<file path="config.mk">
export PLATFORM = sky130hd
export DESIGN_NAME = stereo_mid_side_fixed_predictor_core
export DESIGN_NICKNAME = d
export VERILOG_FILES = /design/src/rtl/smsp_pkg.sv /design/src/rtl/smsp_lane.sv /design/src/rtl/smsp_merge.sv /design/src/rtl/stereo_mid_side_fixed_predictor_core.sv
export SDC_FILE = /design/constraint.sdc
export NUM_CORES = 1
export LEC_CHECK = 0
export BUFFER_PORTS_ARGS = -buffer_cell sky130_fd_sc_hd__buf_2
export CORE_ASPECT_RATIO = 1.4
export CORE_MARGIN = 10
export CORE_UTILIZATION = 40
export CTS_BUF_LIST = sky130_fd_sc_hd__clkbuf_16
export DETAILED_ROUTE_END_ITERATION = 6
export MAX_ROUTING_LAYER = met4
export PLACE_DENSITY = 0.62
export REMOVE_ABC_BUFFERS = 1
export SLEW_MARGIN = 40
export SYNTH_ARGS = -nofsm -noshare
export SYNTH_HDL_FRONTEND = slang
export SYNTH_SLANG_ARGS = --single-unit
</file>
<file path="constraint.sdc">
create_clock -name i_clk -period 10.1 [get_ports i_clk]
set_clock_uncertainty 0.1 [all_clocks]
set_input_delay 1.01 -clock i_clk [delete_from_list [all_inputs] [get_ports i_clk]]
set_output_delay 1.01 -clock i_clk [all_outputs]
set_load 0.03 [all_outputs]
</file>
<file path="src/rtl/smsp_pkg.sv">
// Package for the stereo mid/side fixed predictor core.
// Holds widths, beat structs, lane control struct and the residual fold function.
// No dependencies.
package smsp_pkg;

    localparam int SAMPLE_BITS    = 16;
    localparam int LANE_BITS      = SAMPLE_BITS + 1;
    localparam int RES_BITS       = SAMPLE_BITS + 6;
    localparam int MID_CODE_BITS  = SAMPLE_BITS + 4;
    localparam int SIDE_CODE_BITS = SAMPLE_BITS + 5;
    localparam int HIST_DEPTH     = 4;
    localparam int ORDER_BITS     = 3;

    localparam logic [ORDER_BITS-1:0] ORDER_0   = ORDER_BITS'(0);
    localparam logic [ORDER_BITS-1:0] ORDER_1   = ORDER_BITS'(1);
    localparam logic [ORDER_BITS-1:0] ORDER_2   = ORDER_BITS'(2);
    localparam logic [ORDER_BITS-1:0] ORDER_3   = ORDER_BITS'(3);
    localparam logic [ORDER_BITS-1:0] MAX_ORDER = ORDER_BITS'(4);

    typedef struct packed {
        logic signed [SAMPLE_BITS-1:0] left_in;
        logic signed [SAMPLE_BITS-1:0] right_in;
    } t_in_beat;

    typedef struct packed {
        logic [MID_CODE_BITS-1:0]  mid_code;
        logic [SIDE_CODE_BITS-1:0] side_code;
    } t_out_beat;

    typedef struct packed {
        logic                  shift;
        logic [ORDER_BITS-1:0] order;
    } t_lane_ctl;

    // zigzag: r >= 0 -> 2r, r < 0 -> 2(~r)+1
    function automatic logic [RES_BITS-1:0] fold_res(input logic signed [RES_BITS-1:0] res);
        logic [RES_BITS-1:0] mag;
        mag = res[RES_BITS-1] ? ~res : res;
        return {mag[RES_BITS-2:0], res[RES_BITS-1]};
    endfunction

endpackage

</file>
<file path="src/rtl/smsp_lane.sv">
// Predictor lane: four-deep history and fixed polynomial residual for one channel.
// Depends on smsp_pkg.
module smsp_lane (
    input  logic                                   i_clk,
    input  logic                                   i_rst_n,
    input  smsp_pkg::t_lane_ctl                    i_ctl,
    input  logic signed [smsp_pkg::LANE_BITS-1:0]  i_sample,
    output logic signed [smsp_pkg::RES_BITS-1:0]   o_residual
);
    import smsp_pkg::*;

    logic signed [LANE_BITS-1:0] r_hist [HIST_DEPTH];
    logic signed [RES_BITS-1:0]  x, h0, h1, h2, h3;

    always_comb begin
        x  = RES_BITS'(i_sample);
        h0 = RES_BITS'(r_hist[0]);
        h1 = RES_BITS'(r_hist[1]);
        h2 = RES_BITS'(r_hist[2]);
        h3 = RES_BITS'(r_hist[3]);
        case (i_ctl.order)
            ORDER_0: o_residual = x;
            ORDER_1: o_residual = x - h0;
            ORDER_2: o_residual = x - (h0 <<< 1) + h1;
            ORDER_3: o_residual = x - ((h0 <<< 1) + h0) + ((h1 <<< 1) + h1) - h2;
            default: o_residual = x - (h0 <<< 2) + ((h1 <<< 2) + (h1 <<< 1))
                                  - (h2 <<< 2) + h3;
        endcase
    end

    always_ff @(posedge i_clk) begin
        if (!i_rst_n) begin
            for (int i = 0; i < HIST_DEPTH; i++) begin
                r_hist[i] <= '0;
            end
        end else if (i_ctl.shift) begin
            r_hist[0] <= i_sample;
            for (int i = 1; i < HIST_DEPTH; i++) begin
                r_hist[i] <= r_hist[i-1];
            end
        end
    end

endmodule

</file>
<file path="src/rtl/smsp_merge.sv">
// Merge stage: folds both lane residuals, saturates to code widths, holds the output beat.
// Depends on smsp_pkg.
module smsp_merge (
    input  logic                                  i_clk,
    input  logic                                  i_rst_n,
    input  logic                                  i_load,
    input  logic signed [smsp_pkg::RES_BITS-1:0]  i_mid_res,
    input  logic signed [smsp_pkg::RES_BITS-1:0]  i_side_res,
    output logic                                  o_in_ready,
    output logic                                  o_out_valid,
    input  logic                                  i_out_ready,
    output smsp_pkg::t_out_beat                   o_out_data
);
    import smsp_pkg::*;

    logic                r_valid;
    t_out_beat           r_data;
    logic                n_valid;
    t_out_beat           n_data;
    logic [RES_BITS-1:0] mid_fold, side_fold;

    always_comb begin
        mid_fold  = fold_res(i_mid_res);
        side_fold = fold_res(i_side_res);
        n_data.mid_code  = (|mid_fold[RES_BITS-1:MID_CODE_BITS]) ? '1
                                                                 : mid_fold[MID_CODE_BITS-1:0];
        n_data.side_code = (|side_fold[RES_BITS-1:SIDE_CODE_BITS]) ? '1
                                                                   : side_fold[SIDE_CODE_BITS-1:0];
        n_valid = i_load | (r_valid & ~i_out_ready);
    end

    always_ff @(posedge i_clk) begin
        if (!i_rst_n) begin
            r_valid <= 1'b0;
        end else begin
            r_valid <= n_valid;
        end
        if (i_load) begin
            r_data <= n_data;
        end
    end

    assign o_in_ready  = ~r_valid | i_out_ready;
    assign o_out_valid = r_valid;
    assign o_out_data  = r_data;

endmodule

</file>
<file path="src/rtl/stereo_mid_side_fixed_predictor_core.sv">
// Top level of the stereo mid/side fixed predictor: mid/side split, warm-up order,
// two predictor lanes and the merge stage. Depends on smsp_pkg, smsp_lane, smsp_merge.
//
//  channel | valid       | ready       | payload
//  --------+-------------+-------------+--------------------------
//  in      | i_in_valid  | o_in_ready  | i_in_data  (t_in_beat)
//  out     | o_out_valid | i_out_ready | o_out_data (t_out_beat)
//
// One beat per cycle unless the output stalls; the result appears in the cycle after the input beat is taken.
// Prediction and fold are done in the cycle of acceptance, the merge register holds the beat.
// Input is taken whenever the output register is empty or drains in the same cycle.
// Synchronous reset clears histories, warm-up count and output valid.
module stereo_mid_side_fixed_predictor_core (
    input  logic                i_clk,
    input  logic                i_rst_n,
    input  logic                i_in_valid,
    output logic                o_in_ready,
    input  smsp_pkg::t_in_beat  i_in_data,
    output logic                o_out_valid,
    input  logic                i_out_ready,
    output smsp_pkg::t_out_beat o_out_data
);
    import smsp_pkg::*;

    logic                        accept;
    logic [ORDER_BITS-1:0]       r_warm;
    logic signed [LANE_BITS-1:0] left_s, right_s, sum, mid, side;
    logic signed [RES_BITS-1:0]  mid_res, side_res;
    t_lane_ctl                   ctl;

    assign accept = i_in_valid & o_in_ready;

    always_comb begin
        left_s  = LANE_BITS'(signed'(i_in_data.left_in[SAMPLE_BITS-1:0]));
        right_s = LANE_BITS'(signed'(i_in_data.right_in[SAMPLE_BITS-1:0]));
        sum     = left_s + right_s;
        mid     = sum >>> 1;
        side    = left_s - right_s;
        ctl.shift = accept;
        ctl.order = r_warm;
    end

    always_ff @(posedge i_clk) begin
        if (!i_rst_n) begin
            r_warm <= ORDER_0;
        end else if (accept && r_warm < MAX_ORDER) begin
            r_warm <= r_warm + ORDER_1;
        end
    end

    smsp_lane u_mid_lane (
        .i_clk      (i_clk),
        .i_rst_n    (i_rst_n),
        .i_ctl      (ctl),
        .i_sample   (mid),
        .o_residual (mid_res)
    );

    smsp_lane u_side_lane (
        .i_clk      (i_clk),
        .i_rst_n    (i_rst_n),
        .i_ctl      (ctl),
        .i_sample   (side),
        .o_residual (side_res)
    );

    smsp_merge u_merge (
        .i_clk       (i_clk),
        .i_rst_n     (i_rst_n),
        .i_load      (accept),
        .i_mid_res   (mid_res),
        .i_side_res  (side_res),
        .o_in_ready  (o_in_ready),
        .o_out_valid (o_out_valid),
        .i_out_ready (i_out_ready),
        .o_out_data  (o_out_data)
    );

endmodule
</file>
==> results of run 1 <==
-- critical path, delay by kind of cell --
family / cells / cell delay (ns)
AO/OA/AOI/OAI: 13 / 2.93
buffers and inverters: 5 / 0.80
multiplexers: 1 / 0.13
XOR/XNOR: 3 / 0.67
AND/OR/NAND/NOR: 6 / 1.05
adder cells (fa/ha/maj): 6 / 2.29
-- metrics by stage --
stage	worst slack, ns	instance area (um2)	hold slack [ns]
3_3_place_gp	0.904	25900	0.404
3_5_place_dp	0.869	26000	0.428
4_1_cts	1.38	26500	0.438
5_1_grt	0.844	26500	0.473
6_report	1.31	26500	0.437
2_1_floorplan	1.91	24300	0.390
-- Yosys cell counts (all sizes together) (16+ instances only) --
| cell type | instances | area (um2) |
|---|---|---|
| xor2 | 67 | 587 |
| o21ai | 108 | 541 |
| or3 | 24 | 150 |
| nand2 | 111 | 417 |
| o211ai | 17 | 133 |
| and3 | 19 | 119 |
| o31ai | 16 | 125 |
| a22oi | 16 | 120 |
| mux2i | 39 | 390 |
| buf | 16 | 92.6 |
| inv | 403 | 1510 |
| o21bai | 21 | 161 |
| nor3 | 59 | 300 |
| nor2 | 227 | 862 |
| a211oi | 26 | 205 |
| clkbuf | 41 | 154 |
| fa | 188 | 3760 |
| nand2b | 44 | 275 |
| xnor2 | 158 | 1380 |
| and2 | 44 | 275 |
| ha | 294 | 3680 |
| edfxtp | 173 | 5190 |
| a21o | 69 | 518 |
| a21oi | 165 | 826 |
| o21a | 37 | 279 |
| a221oi | 24 | 210 |
| a31oi | 33 | 213 |
| nand3 | 41 | 205 |
| nor2b | 40 | 250 |
-- flip-flops by register name, indices dropped and copies added, names as in the netlist --
name                 flops
u_merge.o_out_valid      1
r_warm                   3
u_merge.o_out_data      41
u_mid_lane.r_hist       64
u_side_lane.r_hist      68
-- worst max path at each step --
| stage | to | start | cells after the start |
|---|---|---|---|
| after CTS | u_merge.o_out_data[24] | i_in_data[0] | 33 |
| after global routing | u_merge.o_out_data[24] | i_in_data[0] | 33 |
| after detailed placement | u_merge.o_out_data[24] | i_in_data[0] | 33 |
| after global placement | u_merge.o_out_data[24] | i_in_data[0] | 33 |
| final | u_merge.o_out_data[24] | i_in_data[0] | 34 |
| after floorplan | u_merge.o_out_data[25] | i_in_data[0] | 32 |
-- logic make-up (layout without fill, tap and decap cells) --
family / after synthesis / in the layout / synth area share (%)
compound gates: 664 / 664 / 18.6
mux: 39 / 39 / 1.59
fa+ha+maj: 482 / 482 / 30.3
xor+xnor: 225 / 225 / 8.01
flops: 177 / 177 / 21.5
simple gates: 653 / 653 / 12.9
buf+inv: 462 / 538 / 7.19
-- cells in the final DEF (no fill, tap or decap), types with 19 or more instances in the layout --
cell type	Yosys	routed
buf_4	1	21
fa_1	188	188
and3_1	19	19
nor2b_1	40	40
xnor2_1	158	158
ha_1	294	293
and2_1	44	44
nand2b_1	44	44
a31oi_1	32	32
mux2i_1	39	39
nand2_1	111	109
o21a_1	36	36
a21oi_1	165	165
buf_2	5	78
edfxtp_1	173	173
inv_1	402	402
nor3_1	58	58
or3_1	24	24
o21ai_0	103	102
a21o_1	69	69
nor2_1	225	225
a221oi_1	24	24
xor2_1	67	67
a211oi_1	24	24
o21bai_1	20	20
nand3_1	41	41
-- per-layer routing --
layer	track usage (%)	vias up	wire length, um
met4	12.2	0	4220
met3	1.97	159	2580
met5	-	-	0
met1	23.2	9977	29300
met2	39.5	468	40800
li1	-	9572	-
-- cell type report --
| type | instances | area, um2 |
|---|---|---|
| sequential | 177 | 5280 |
| tap | 817 | 1020 |
| fill | 5902 | 34400 |
| clock buffer | 17 | 425 |
| inverter | 405 | 1520 |
| clock inverter | 15 | 135 |
| timing repair buffer | 101 | 571 |
| multi-input combinational | 2063 | 17600 |
==> flow_metrics.env, run 1 <==
export IMPL_routed_via_density=5.61
export IMPL_htree_levels=4
export IMPL_postCtsResizedCells=0
export IMPL_antenna_found_initial=0
export IMPL_syn_avg_cell_area_um2=9.10
export IMPL_clock_fmax_mhz=114
export IMPL_yosysSeqAreaShare_pct=21.5
export IMPL_crit_required_ns=10.21
export IMPL_nets=3283
export IMPL_cts_buffers=17
export IMPL_drt_iter0_drc=1291
export IMPL_min_to="r_warm[1]"
export IMPL_post_route_util_pct=43.5
export IMPL_rsz0062_at_grt="false"
export IMPL_min_period_ns=8.79
export IMPL_clock_latency_ns=0.49
export IMPL_synth_edf_count=173
export IMPL_crit_type="primary input to flip-flop"
export IMPL_rrSetupSlack_ns=2.50
export IMPL_area_growth_pct=7.84
export IMPL_die_y_um=313
export IMPL_drc=0
export IMPL_critical_path_max_stage_delay_ns=0.50
export IMPL_antenna_left=0
export IMPL_setup_tns_ns=0
export IMPL_clockBufferDepth=2
export IMPL_grt_total_usage_pct=21.9
export IMPL_route_vias_total=20200
export IMPL_wl_per_cell_um=21.4
export IMPL_cp_slowest_cell="fa_1"
export IMPL_portBuffers=78
export IMPL_hp_class="flip-flop to flip-flop"
export IMPL_cap_violations=0
export IMPL_cts_hold_buf=0
export IMPL_async_reset_ff_share_pct=0
export IMPL_dp_cells=3563
export IMPL_tightest_slew_ns=0.824
export IMPL_cp_common_cell="a21o_1"
export IMPL_fp_dieW_um=230
export IMPL_rows=107
export IMPL_reg2reg_from="u_side_lane.r_hist[1][1]"
export IMPL_die_area_mm2=0.0719
export IMPL_relSlewSlack_pct=44.8
export IMPL_cp_max_fo=19
export IMPL_cts_root_buf="clkbuf_16"
export IMPL_r2r_end="u_merge.o_out_data[3]"
export IMPL_drt_total_wl_um=76900
export IMPL_hpwlAfterDp_um=63300
export IMPL_design_core_area_mm2=0.0609
export IMPL_synth_cell_types=92
export IMPL_cts_setup_buffers=0
export IMPL_path_clk_slew_ns=0.07
export IMPL_startpoint_type="primary input"
export IMPL_antenna_cells=0
export IMPL_hold_viol=0
export IMPL_cts_tree="done"
export IMPL_ioPinCount=79
export IMPL_ys_flop_type="edfxtp_1"
export IMPL_arrival_ns=8.90
export IMPL_crit_path_end_kind="flip-flop"
export IMPL_firstDrtPassIters=7
export IMPL_synth_seq_cells=177
export IMPL_grt_max_degree=68
export IMPL_grt_pass1_vias=21800
export IMPL_min_from="r_warm[1]"
export IMPL_gp_congestion=0.996
export IMPL_start_util_pct=40.4
export IMPL_drive_gt1_share_pct=6.26
export IMPL_grt_pass1_wl_um=119000
export IMPL_yosysWarningCount=0
export IMPL_overflow=0
export IMPL_netlist_area_mm2=0.0246
export IMPL_period_share_pct=87.0
export IMPL_clock_sinks=177
export IMPL_maxSlewViolCount=0
export IMPL_outcome="finished, final reports clean"
export IMPL_layout_cells_non_filler=3595
export IMPL_synth_cells=2702
export IMPL_r2r_cells=26
export IMPL_min_delay_path_depth=2
export IMPL_finalSetupViolations=0
Power of run 1 is left out: the tool's default activity adds up to more than one toggle a clock period on the data nets, which glitch-free logic cannot reach.
==> run 2, diff against run 1 <==
--- a/config.mk
+++ b/config.mk
@@ -9,7 +9,7 @@
 export CORE_ASPECT_RATIO = 1.4
 export CORE_MARGIN = 10
 export CORE_UTILIZATION = 40
-export CTS_BUF_LIST = sky130_fd_sc_hd__clkbuf_16
+export CTS_BUF_LIST = sky130_fd_sc_hd__clkbuf_4 sky130_fd_sc_hd__clkbuf_8
 export DETAILED_ROUTE_END_ITERATION = 6
 export MAX_ROUTING_LAYER = met4
 export PLACE_DENSITY = 0.62
==> run 2 against run 1 <==
Critical path depth unchanged. Worst hold slack about the same. Sequential cell count did not move. Via count rose by 0.41%. Register-to-register slack hardly changed. Critical endpoint unchanged. Utilization decreased by 0.30 points.
==> flow_metrics.env, run 2 (same netlist as run 1, synthesis figures left out) <==
export IMPL_cp_slowest_cell="fa_1"
export IMPL_rows=107
export IMPL_firstDrtPassIters=5
export IMPL_drc=0
export IMPL_regArea_mm2=0.00528
export IMPL_relSlewSlack_pct=41.0
export IMPL_min_delay_path_depth=2
export IMPL_crit_type="primary input to flip-flop"
export IMPL_cts_setup_buffers=0
export IMPL_cts_tree="done"
export IMPL_cts_buffers=17
export IMPL_grt_total_usage_pct=21.9
export IMPL_wl_per_cell_um=21.4
export IMPL_area_growth_pct=7.10
export IMPL_multi_input_area_mm2=0.0176
export IMPL_min_from="r_warm[1]"
export IMPL_reg2reg_from="u_side_lane.r_hist[1][1]"
export IMPL_ioPinCount=79
export IMPL_final_cell_mix="inv_1 (401), ha_1 (293), nor2_1 (225)"
export IMPL_hold_viol=0
export IMPL_drt_iter0_drc=1221
export IMPL_routed_via_density=5.63
export IMPL_cts_root_buf="clkbuf_8"
export IMPL_overflow=0
export IMPL_clockBufferDepth=2
export IMPL_setup_tns_ns=0
export IMPL_rsz0062_at_grt="false"
export IMPL_hpwlAfterDp_um=63300
export IMPL_min_period_ns=8.69
export IMPL_r2r_end="u_merge.o_out_data[3]"
export IMPL_cp_max_fo=19
export IMPL_period_share_pct=86.0
export IMPL_clock_latency_ns=0.57
export IMPL_fp_dieW_um=230
export IMPL_crit_path_end_kind="flip-flop"
export IMPL_cp_common_cell="a21o_1"
export IMPL_start_util_pct=40.4
export IMPL_maxSlewViolCount=0
export IMPL_cts_hold_buf=0
export IMPL_route_vias_total=20300
export IMPL_antenna_left=0
export IMPL_htree_levels=4
export IMPL_final_common_cell="inv_1"
export IMPL_tightest_slew_ns=0.879
export IMPL_largest_reg_flops=68
export IMPL_final_fill_count=5917
export IMPL_grt_pass1_vias=21800
export IMPL_hp_class="flip-flop to flip-flop"
export IMPL_antenna_found_initial=2
export IMPL_crit_required_ns=10.31
export IMPL_postCtsResizedCells=0
export IMPL_drt_total_wl_um=76800
export IMPL_design_core_area_mm2=0.0609
export IMPL_largest_register="u_side_lane.r_hist"
export IMPL_cap_violations=0
export IMPL_clock_fmax_mhz=115
export IMPL_min_to="r_warm[1]"
export IMPL_r2r_cells=26
export IMPL_gp_congestion=0.996
export IMPL_path_clk_slew_ns=0.11
export IMPL_nets=3283
export IMPL_die_area_mm2=0.0719
export IMPL_outcome="finished, final reports clean"
export IMPL_grt_pass1_wl_um=119000
export IMPL_startpoint_type="primary input"
export IMPL_grt_max_degree=68
export IMPL_die_y_um=313
export IMPL_drive_gt1_share_pct=6.30
export IMPL_arrival_ns=8.89
export IMPL_critical_path_max_stage_delay_ns=0.50
export IMPL_clock_sinks=177
export IMPL_portBuffers=78
export IMPL_rrSetupSlack_ns=2.49
export IMPL_finalSetupViolations=0
==> run 2: changes by cell type in the layout (fill, tap and decap cells not counted) <==
cell | previous run | this run
clkbuf_16 | 17 | 0
clkbuf_4 | 0 | 1
clkbuf_8 | 0 | 17
diode_2 | 0 | 2
inv_1 | 402 | 401
==> run 2: metal layers <==
| metal | wire length (um) | global-route usage [%] | part of all wire, % | up-vias |
|---|---|---|---|---|
| met5 | 0 | - | 0 | - |
| met4 | 4370 | 12.4 | 5.7 | 0 |
| met3 | 2940 | 2.00 | 3.8 | 172 |
| met2 | 40500 | 39.3 | 53 | 539 |
| met1 | 28900 | 23.2 | 38 | 9981 |
| li1 | - | - | - | 9566 |
==> run 2: through the flow <==
step	area, um2	std cells	worst slack, ns	hold WS (ns)	util (%)
detailed placement	26000	3563	0.869	0.428	42.6
global route	26300	3597	0.938	0.478	43.2
floorplan	24300	2645	1.91	0.390	-
finish	26300	3597	1.41	0.437	43.2
global placement	25900	3563	0.904	0.404	42.6
CTS	26300	3595	1.48	0.442	43.2
==> run 2: how the worst max path moves through the flow <==
stage	startpoint	end	slack [ns]	cells after the start
3_5_place_dp	i_in_data[0]	u_merge.o_out_data[24]	0.87	33
6_report	i_in_data[0]	u_merge.o_out_data[24]	1.41	34
3_3_place_gp	i_in_data[0]	u_merge.o_out_data[24]	0.90	33
5_1_grt	i_in_data[0]	u_merge.o_out_data[24]	0.94	33
4_1_cts	i_in_data[0]	u_merge.o_out_data[24]	1.48	33
2_1_floorplan	i_in_data[0]	u_merge.o_out_data[25]	1.91	32
==> run 2: critical path: cells and delay by family <==
family	cells	cell delay, ns
xor+xnor	3	0.67
compound gates	13	2.95
buf+inv	5	0.79
fa+ha+maj	6	2.29
mux	1	0.13
simple gates	6	1.04
==> run 2: cell type report <==
type | instances | area share [%]
clock buffers | 18 | 0.917
clock inverters | 14 | 0.499
flip-flops and latches | 177 | 20.0
diodes | 2 | 0.0190
inverters | 405 | 5.78
multi-input cells | 2063 | 66.7
well taps | 817 | 3.88
repair buffers | 101 | 2.17
Power of run 2 is left out for the same reason.
==> run 3, diff against run 2 <==
--- a/config.mk
+++ b/config.mk
@@ -8,11 +8,10 @@
 export BUFFER_PORTS_ARGS = -buffer_cell sky130_fd_sc_hd__buf_2
 export CORE_ASPECT_RATIO = 1.4
 export CORE_MARGIN = 10
-export CORE_UTILIZATION = 40
+export CORE_UTILIZATION = 55
 export CTS_BUF_LIST = sky130_fd_sc_hd__clkbuf_4 sky130_fd_sc_hd__clkbuf_8
 export DETAILED_ROUTE_END_ITERATION = 6
-export MAX_ROUTING_LAYER = met4
-export PLACE_DENSITY = 0.62
+export PLACE_DENSITY = 0.79
 export REMOVE_ABC_BUFFERS = 1
 export SLEW_MARGIN = 40
 export SYNTH_ARGS = -nofsm -noshare
==> run 3 against run 2 <==
Routed wire length is 6.6% lower. Sequential share of layout area is 0.28 points higher. Highest routed layer unchanged. Critical path type unchanged. Register-to-register slack better by 0.10 ns. Via count increased by 2.2%. Worst hold slack got worse by 0.0019 ns. Cell count fell by 7.4%. Design area down 1.4%. Critical path depth decreased by 1. Maximum frequency up 0.20%. Sequential cell count did not move. Setup slack improved by 0.017 ns.
==> flow_metrics.env, run 3 (same netlist as run 1, synthesis figures left out) <==
export IMPL_fp_dieW_um=199
export IMPL_grt_total_usage_pct=26.4
export IMPL_critPathLaunch="i_in_data[1]"
export IMPL_cap_violations=0
export IMPL_grt_max_degree=63
export IMPL_start_util_pct=55.7
export IMPL_drt_iter0_drc=1410
export IMPL_cts_hold_buf=0
export IMPL_path_clk_slew_ns=0.11
export IMPL_firstDrtPassIters=5
export IMPL_finalSetupViolations=0
export IMPL_rsz0062_at_grt="false"
export IMPL_critical_path_max_stage_delay_ns=0.72
export IMPL_cts_setup_buffers=0
export IMPL_drc=0
export IMPL_post_route_util_pct=58.8
export IMPL_reg2reg_from="u_side_lane.r_hist[1][1]"
export IMPL_clock_fmax_mhz=115
export IMPL_crit_required_ns=10.27
export IMPL_ioPinCount=79
export IMPL_clockBufferDepth=2
export IMPL_die_y_um=270
export IMPL_clock_latency_ns=0.55
export IMPL_min_from="r_warm[1]"
export IMPL_rows=91
export IMPL_hp_class="flip-flop to flip-flop"
export IMPL_die_area_mm2=0.0537
export IMPL_drive_gt1_share_pct=6.06
export IMPL_grt_pass1_vias=21700
export IMPL_cp_slowest_cell="a211oi_1"
export IMPL_routed_via_density=6.22
export IMPL_cts_root_buf="clkbuf_8"
export IMPL_design_core_area_mm2=0.0442
export IMPL_gp_congestion=0.968
export IMPL_crit_type="primary input to flip-flop"
export IMPL_period_share_pct=85.8
export IMPL_grt_pass1_wl_um=112000
export IMPL_wl_per_cell_um=21.5
export IMPL_hold_viol=0
export IMPL_portBuffers=78
export IMPL_htree_levels=4
export IMPL_drt_total_wl_um=71700
export IMPL_area_growth_pct=5.61
export IMPL_antenna_found_initial=2
export IMPL_antenna_left=0
export IMPL_final_common_cell="inv_1"
export IMPL_largest_register="u_side_lane.r_hist"
export IMPL_arrival_ns=8.84
export IMPL_startpoint_type="primary input"
export IMPL_largest_reg_flops=68
export IMPL_clock_sinks=177
export IMPL_overflow=0
export IMPL_cts_buffers=17
export IMPL_final_cell_mix="inv_1 (401), ha_1 (293), nor2_1 (225)"
export IMPL_crit_path_end_kind="flip-flop"
export IMPL_nets=3276
export IMPL_tightest_slew_ns=0.826
export IMPL_final_fill_count=3861
export IMPL_outcome="finished, final reports clean"
export IMPL_postCtsResizedCells=0
export IMPL_cts_tree="done"
export IMPL_hpwlAfterDp_um=57300
export IMPL_maxSlewViolCount=0
export IMPL_setup_tns_ns=0
export IMPL_cp_max_fo=15
export IMPL_route_vias_total=20700
export IMPL_relSlewSlack_pct=44.6
export IMPL_min_period_ns=8.67
run 3: per-layer routing:
layer / wire length, um / share of wire (%) / track usage [%]
met1: 26100 / 36 / 28.3
met2: 37400 / 52 / 48.0
met3: 3630 / 5.1 / 2.74
met5: 0 / 0 / 0
met4: 4590 / 6.4 / 17.2
run 3: final timing paths:
check                                to  cells after the start  slack (ns)
setup reg to reg  u_merge.o_out_data[6]                     25        2.59
hold / removal                r_warm[1]                      2        0.43
setup / recovery  u_merge.o_out_data[6]                     33        1.43
hold reg to reg               r_warm[1]                      2        0.43
run 3: cell type report:
class	instances	area [um2]	share of cell area [%]
diodes	1	2.50	0.00964
clock buffers	18	241	0.930
multi-input cells	2063	17600	67.6
well taps	558	698	2.69
inverters	405	1520	5.85
clock inverters	14	145	0.559
repair buffers	94	518	1.99
flip-flops and latches	177	5280	20.3
run 3: metrics by stage:
stage	cell area, um2	cells	setup slack [ns]	hold slack (ns)
after floorplan	24300	2645	1.91	0.390
after global routing	26000	3330	1.05	0.473
after global placement	25600	3297	1.20	0.409
after CTS	26000	3329	1.57	0.436
final	26000	3330	1.43	0.435
after detailed placement	25600	3297	0.993	0.423
run 3: critical path, delay by kind of cell:
kind	cells	cell delay, ns
buffers and inverters	4	0.73
XOR/XNOR	2	0.36
adder cells (fa/ha/maj)	5	1.93
multiplexers	1	0.12
AO/OA/AOI/OAI	10	2.77
AND/OR/NAND/NOR	11	1.90
Power of run 3 is left out for the same reason.
